### config.mk
export PLATFORM = sky130hd
export DESIGN_NAME = nbcd_row_min
export DESIGN_NICKNAME = d
export VERILOG_FILES = /design/src/hw/rtl/nbcd_pkg.sv /design/src/hw/rtl/nbcd_row_min.sv
export SDC_FILE = /design/constraint.sdc
export NUM_CORES = 1
export LEC_CHECK = 0
export CORE_MARGIN = 8
export CORE_UTILIZATION = 45
export DETAILED_ROUTE_END_ITERATION = 16
export DONT_BUFFER_PORTS = 1
export PLACE_DENSITY = 0.62
export SYNTH_ARGS = -nofsm -noshare
export SYNTH_HDL_FRONTEND = slang
export SYNTH_SLANG_ARGS = --single-unit
### constraint.sdc
create_clock -name clk -period 20.3 [get_ports clk]
set_input_delay 3.045 -clock clk [delete_from_list [all_inputs] [get_ports clk]]
set_output_delay 3.045 -clock clk [all_outputs]
set_load 0.02 [all_outputs]
### src/hw/rtl/nbcd_pkg.sv
// shared constants, types and helpers for the nearest black cell distance block
package nbcd_pkg;

    localparam int MAX_SIDE = 64;
    localparam int COORD_W  = $clog2(MAX_SIDE);
    localparam int SIDE_W   = COORD_W + 1;
    localparam int DIST_W   = 7;
    localparam int CAND_W   = DIST_W + 1;
    localparam int GROUP    = 8;
    localparam int NGROUP   = MAX_SIDE / GROUP;

    localparam logic [DIST_W-1:0] DIST_MAX = '1;

    // register indexes on the configuration port
    localparam int REG_IDX_W = 2;
    localparam logic [REG_IDX_W-1:0] REG_BOARD_SIZE = 2'd0;
    localparam logic [REG_IDX_W-1:0] REG_START_ROW  = 2'd1;
    localparam logic [REG_IDX_W-1:0] REG_START_COL  = 2'd2;

    typedef enum logic [1:0] {
        ST_IDLE,
        ST_SCAN,
        ST_DRAIN,
        ST_FINISH
    } state_t;

    typedef struct packed {
        logic               vld;
        logic [COORD_W-1:0] row;
    } row_tag_t;

    typedef struct packed {
        logic              vld;
        logic [CAND_W-1:0] span;
    } cand_t;

    function automatic logic [COORD_W-1:0] absdiff(input logic [COORD_W-1:0] a,
                                                   input logic [COORD_W-1:0] b);
        return (a > b) ? (a - b) : (b - a);
    endfunction

endpackage

### src/hw/rtl/nbcd_row_min.sv
// pipelined nearest black cell search over one board row
module nbcd_row_min
    import nbcd_pkg::*;
(
    input  logic                clk,
    input  logic                rst_n,
    input  row_tag_t            tag_in,
    input  logic [MAX_SIDE-1:0] row_bits,
    input  logic [SIDE_W-1:0]   side,
    input  logic [COORD_W-1:0]  qr,
    input  logic [COORD_W-1:0]  qc,
    output cand_t               cand,
    output logic                busy
);

    logic [DIST_W-1:0] cell_dist [MAX_SIDE];
    logic [DIST_W-1:0] gmin_next [NGROUP];
    logic [DIST_W-1:0] gmin_reg  [NGROUP];
    row_tag_t          mid_tag_reg;
    logic [DIST_W-1:0] colmin;
    cand_t             cand_next;
    cand_t             cand_reg;

    // column distance of every black cell inside the board, sentinel elsewhere
    always_comb
    begin
        for (int c = 0; c < MAX_SIDE; c++)
        begin
            if (row_bits[c] && (SIDE_W'(c) < side))
                cell_dist[c] = {1'b0, absdiff(qc, COORD_W'(c))};
            else
                cell_dist[c] = DIST_MAX;
        end
    end

    always_comb
    begin
        for (int g = 0; g < NGROUP; g++)
        begin
            gmin_next[g] = DIST_MAX;
            for (int k = 0; k < GROUP; k++)
            begin
                if (cell_dist[g*GROUP + k] < gmin_next[g])
                    gmin_next[g] = cell_dist[g*GROUP + k];
            end
        end
    end

    always_ff @(posedge clk)
    begin
        for (int g = 0; g < NGROUP; g++)
            gmin_reg[g] <= gmin_next[g];
    end

    always_comb
    begin
        colmin = DIST_MAX;
        for (int g = 0; g < NGROUP; g++)
        begin
            if (gmin_reg[g] < colmin)
                colmin = gmin_reg[g];
        end
        cand_next.vld = mid_tag_reg.vld;
        if (colmin == DIST_MAX)
            cand_next.span = '1;
        else
            cand_next.span = CAND_W'(colmin) + CAND_W'(absdiff(qr, mid_tag_reg.row));
    end

    always_ff @(posedge clk or negedge rst_n)
    begin
        if (!rst_n)
        begin
            mid_tag_reg <= '0;
            cand_reg    <= '0;
        end
        else
        begin
            mid_tag_reg <= tag_in;
            cand_reg    <= cand_next;
        end
    end

    assign cand = cand_reg;
    assign busy = mid_tag_reg.vld | cand_reg.vld;

endmodule

# Word level (Yosys, flattened, before mapping)
# Memory sizes are Yosys's and may differ from the RTL's.
# Index checks and enable logic that the tools add are counted.
[word_totals]
regBits = 16
latchBits = 0
mem_bits_rw = 56
romBits = 0
input_bits = 92
output_inout_bits = 10
n_memories = 1
[mem_list]
columns = ["memory", "depth", "word_bits", "read_ports", "rd_ports_with_merged_regs", "write_ports", "line_no", "text"]
rows = [
  ["gmin_reg", 8, 7, 8, 0, 8, "nbcd_row_min.sv:18", "logic [DIST_W-1:0] gmin_reg [NGROUP];"],
]
[classes]
add_sub_neg = 130
multipliers = 0
n_div = 0
magnitude_cmp = 201
n_eq_ne = 1
shift = 0
muxes = 202
bitwise = 1
reduce_logical = 64
[ops]
columns = ["operator", "n"]
rows = [
  ["$mux 7", 136],
  ["$lt 7x7->1", 63],
  ["$mux 6", 65],
  ["$lt 6x7->1 const A", 32],
  ["$gt 6x6->1 const B", 32],
  ["$sub 6x6->6 const A", 32],
  ["$sub 6x6->6 const B", 32],
  ["$lt 5x7->1 const A", 16],
  ["$gt 6x5->1 const B", 16],
  ["$sub 5x6->6 const A", 16],
  ["$sub 6x5->6 const B", 16],
  ["$logic_and 1x1->1", 64],
  ["$lt 7x7->1 const B", 9],
  ["$lt 4x7->1 const A", 8],
  ["$gt 6x4->1 const B", 8],
  ["$sub 4x6->6 const A", 8],
  ["$sub 6x4->6 const B", 8],
  ["$lt 3x7->1 const A", 4],
  ["$gt 6x3->1 const B", 4],
  ["$sub 3x6->6 const A", 4],
  ["$sub 6x3->6 const B", 4],
  ["$lt 1x7->1 const A", 2],
  ["$lt 2x7->1 const A", 2],
  ["$gt 6x1->1 const B", 2],
  ["other kinds (11)", 16],
]

# Logic depth before layout (Yosys ltp)
[logic_depth]
depth_word = 19
ltp_mapped = 80

# Worst setup path after synthesis
# Ideal clock, no wire load.
[synth_path]
path_type = "input port to flip-flop"
from = "input qc[4]"
to = "memory gmin_reg[1][5], in the netlist gmin_reg[0][12]"
setup_ns = 0.121
arrival_ns = 17.255
t_required_ns = 20.179
path_slack_ns = 2.925
path_stages = 69
path_cell_list = "clkbuf_1 clkinv_1 buf_1 clkbuf_1 buf_1 ha_1 clkbuf_1 inv_1 clkbuf_1 a21oi_1 a32oi_1 nor2_1 a21oi_1 or2_2 ha_1 a21o_1 a21o_1 a21o_1 (+33 left out) o21ai_0 ha_1 a21o_1 a21o_1 a21oi_1 nor2b_1 o21ai_0 nand2b_1 a21oi_1 clkbuf_1 mux2_2 ha_1 a21o_1 a211o_1 a21oi_1 o31ai_1 clkbuf_1 mux2_2"
[synth_rtl]
columns = ["element", "line_no", "text"]
rows = [
  ["from (decl)", "nbcd_row_min.sv:11", "input logic [COORD_W-1:0] qc,"],
  ["to (decl)", "nbcd_row_min.sv:18", ""],
]

==> out/qor.csv <==
stage;metric;value;unit
run_status;status;finished, final reports clean;
setup_path;max incr delay on CP;0.82;ns
yosys;Post-Syn Area per Cell;6.752;sq um
yosys;Synth area leaders;ha_1, mux2i_1, nand2_1;
yosys;#FFs+latches synth;72;
routing;vias per std cell;6.055;
setup_path;WP data arrival;18.45;ns
placed_design;DP HPWL;71170;um
sta;min Tclk post-route;18.22;ns
clock_tree;post_cts resized;0;
grt;Total GRT Usage;28.08;%
routing;DRC;0;
clock_tree;clk buf depth;2;
setup_path;Critical Path Source;qc[4];
sta;Final Hold Slack;0.3712;ns
yosys;Post-synth EDFFs;0;
sta;final worst-path cycle share;89.78;%
setup_path;Critical Path End;gmin_reg[0][7]$_DFF_P_;
setup_path;CP max FO;45;
clock_tree;clk slew on worst S/H paths;0.06;ns
clock_tree;CTS root buffer;clkbuf_16;
setup_path;worst reg2reg endpoint;cand[6]$_DFF_PN0_;
layout;Layout area overhead;3.458;%
routing;Met1 Routed Length;41670;um
grt;initial antenna violation count;10;
sta;Pins Over Slew Limit;0;
floorplanning;FP Rows;87;
layout;register area;1521;sq um
setup_path;Setup crit start kind;input port;
floorplanning;Die Area;64050;sq um
routing;Vias;26470;
setup_path;FF-to-FF setup slack;6.55;ns
sta;final setup vio count;0;
layout;NumNets Final;4092;
setup_path;Crit Path Category;in -> reg;
setup_path;Largest delay share family, worst path;compound AO/OA/AOI/OAI gates;
floorplanning;Die Y;253.1;um
yosys;count of cell types in the netlist;99;
sta;actual slew at the worst max-slew pin;1.236;ns
grt;GR Overflow Total;0;
clock_tree;CTS tree;built;
sta;unrepaired setup endpoints after global routing;no;
min_path;Min-Delay Path Depth;0;
yosys;synth warn;0;
floorplanning;# IOs;102;
grt;vias in the first global route;24230;
yosys;Post-Syn Instances;3746;
placed_design;# port buffers;0;
floorplanning;Initial Util;45.20;%
sta;Final Hold Vio Count;0;
setup_path;WP data required;20.53;ns
yosys;Synth Cell Area;25290;sq um
clock_tree;CTS buffer count;9;
yosys;asr flop ratio synth;22.22;%
routing;DR pass1 iterations;5;
layout;Fillers;5902;
sta;clock skew;0.01070;ns
layout;share of cells above drive strength 1;5.480;%
layout;multi-input logic area;21990;sq um
setup_path;Worst Setup End Kind;flop;
layout;Final Util;46.77;%
setup_path;slowest cell on the critical path;a21oi_1;
setup_path;WP depth;57;
yosys;sequential element share of the synthesized area;6.016;%
clock_tree;CTS Hold Bufs;0;
routing;post-route ant nets;0;
min_path;min-delay worst type;reg -> reg;
yosys;Synth top area share;19.24;%
routing;initial DRC count;2539;
sta;fmax;0.05487;GHz
sta;setup TNS;0;ns
setup_path;most used cell, CP;a21o_1;
floorplanning;die width;253.1;um
placed_design;Final Wtd Congestion;0.9701;
sta;Worst slew margin;16.91;%
routing;metal2 WL;39980;um
yosys;commonest cells in the netlist;nand2_1, ha_1, a21oi_1, nor2_1, inv_1;
clock_tree;Clock Latency Late Sink;0.35;ns
setup_path;FF-to-FF Start;gmin_reg[0][6]$_DFF_P_;
clock_tree;setup repair bufs after CTS;0;
yosys;area leader, netlist;ha_1;
yosys;most common cell in the netlist;nand2_1;
layout;Largest register FFs;56;
routing;highest routed layer;met5;
clock_tree;H-tree depth;3;
flow_run;MaxCap Viol Count;0;
setup_path;Buf/Inv on CP;5;
setup_path;worst reg-to-reg path cell count;59;
grt;largest net degree at the start of global routing;87;
yosys;syn nets;4230;
routing;Routed WL;93770;um
clock_tree;CTS Sinks;72;
grt;first-pass GRT wire length;142500;um
yosys;Top FF cell, synth;dfxtp_1;
routing;DR WL met3;8748;um
floorplanning;core area;55950;sq um
routing;Avg WL per Cell;21.45;um
## cells by family after synthesis
group	after synthesis	share of synthesized area [%]
AOI/OAI and AO/OA	1120	28.05
xor gates and xnor gates	181	6.268
adders and majority gates	398	19.72
buffers and inverters	476	7.104
DFF	72	6.016
muxes	279	11.48
and+or+nand+nor	1220	21.36
## area by class of cell
type | count | area share [%]
Antenna cell | 3 | 0.02869
Clock buffer | 10 | 0.9133
Clock inverter | 6 | 0.2821
Inverter | 285 | 4.088
Multi-Input combinational cell | 3198 | 84.05
Sequential cell | 72 | 5.815
Tap cell | 756 | 3.615
Timing Repair Buffer | 42 | 1.205
## metal layers
metal	GRT usage [%]	vias up
met1	38.33	12090
met3	5.593	193
li1	-	13050
met4	9.402	10
met2	43.68	1133
met5	0	-
## through the flow
stage	worst slack [ns]	area (sq um)	instances
2_1_floorplan	2.925	25290	3746
3_3_place_gp	2.089	25850	4353
3_5_place_dp	2.080	25850	4353
4_1_cts	2.408	26160	4369
5_1_grt	1.023	26160	4369
6_report	2.076	26170	4372
## cell usage in the layout (no fill, tap or decap), drive strengths merged, types with 27 or more instances in the layout
master / instances
and2: 55
nand3: 101
o21ai: 280
mux2i: 200
a21oi: 346
o21a: 61
buf: 42
xnor2: 176
ha: 389
dfxtp: 56
nand2b: 30
nand2: 518
nor3: 27
mux2: 79
inv: 285
a21o: 124
o211ai: 56
a31oi: 55
nor2b: 44
nor2: 340
## how the worst min path moves through the flow
stage	from	end	slack, ns
after floorplan	cand_next[8]$_DFF_PN0_	cand[8]$_DFF_PN0_	0.35
after global placement	cand_next[8]$_DFF_PN0_	cand[8]$_DFF_PN0_	0.35
after detailed placement	cand_next[8]$_DFF_PN0_	cand[8]$_DFF_PN0_	0.36
after CTS	cand_next[8]$_DFF_PN0_	cand[8]$_DFF_PN0_	0.37
after global routing	cand_next[8]$_DFF_PN0_	cand[8]$_DFF_PN0_	0.38
final	cand_next[8]$_DFF_PN0_	cand[8]$_DFF_PN0_	0.37
Power is left out: the tool's default activity adds up to more than one toggle a clock period on the data nets, which glitch-free logic cannot reach.
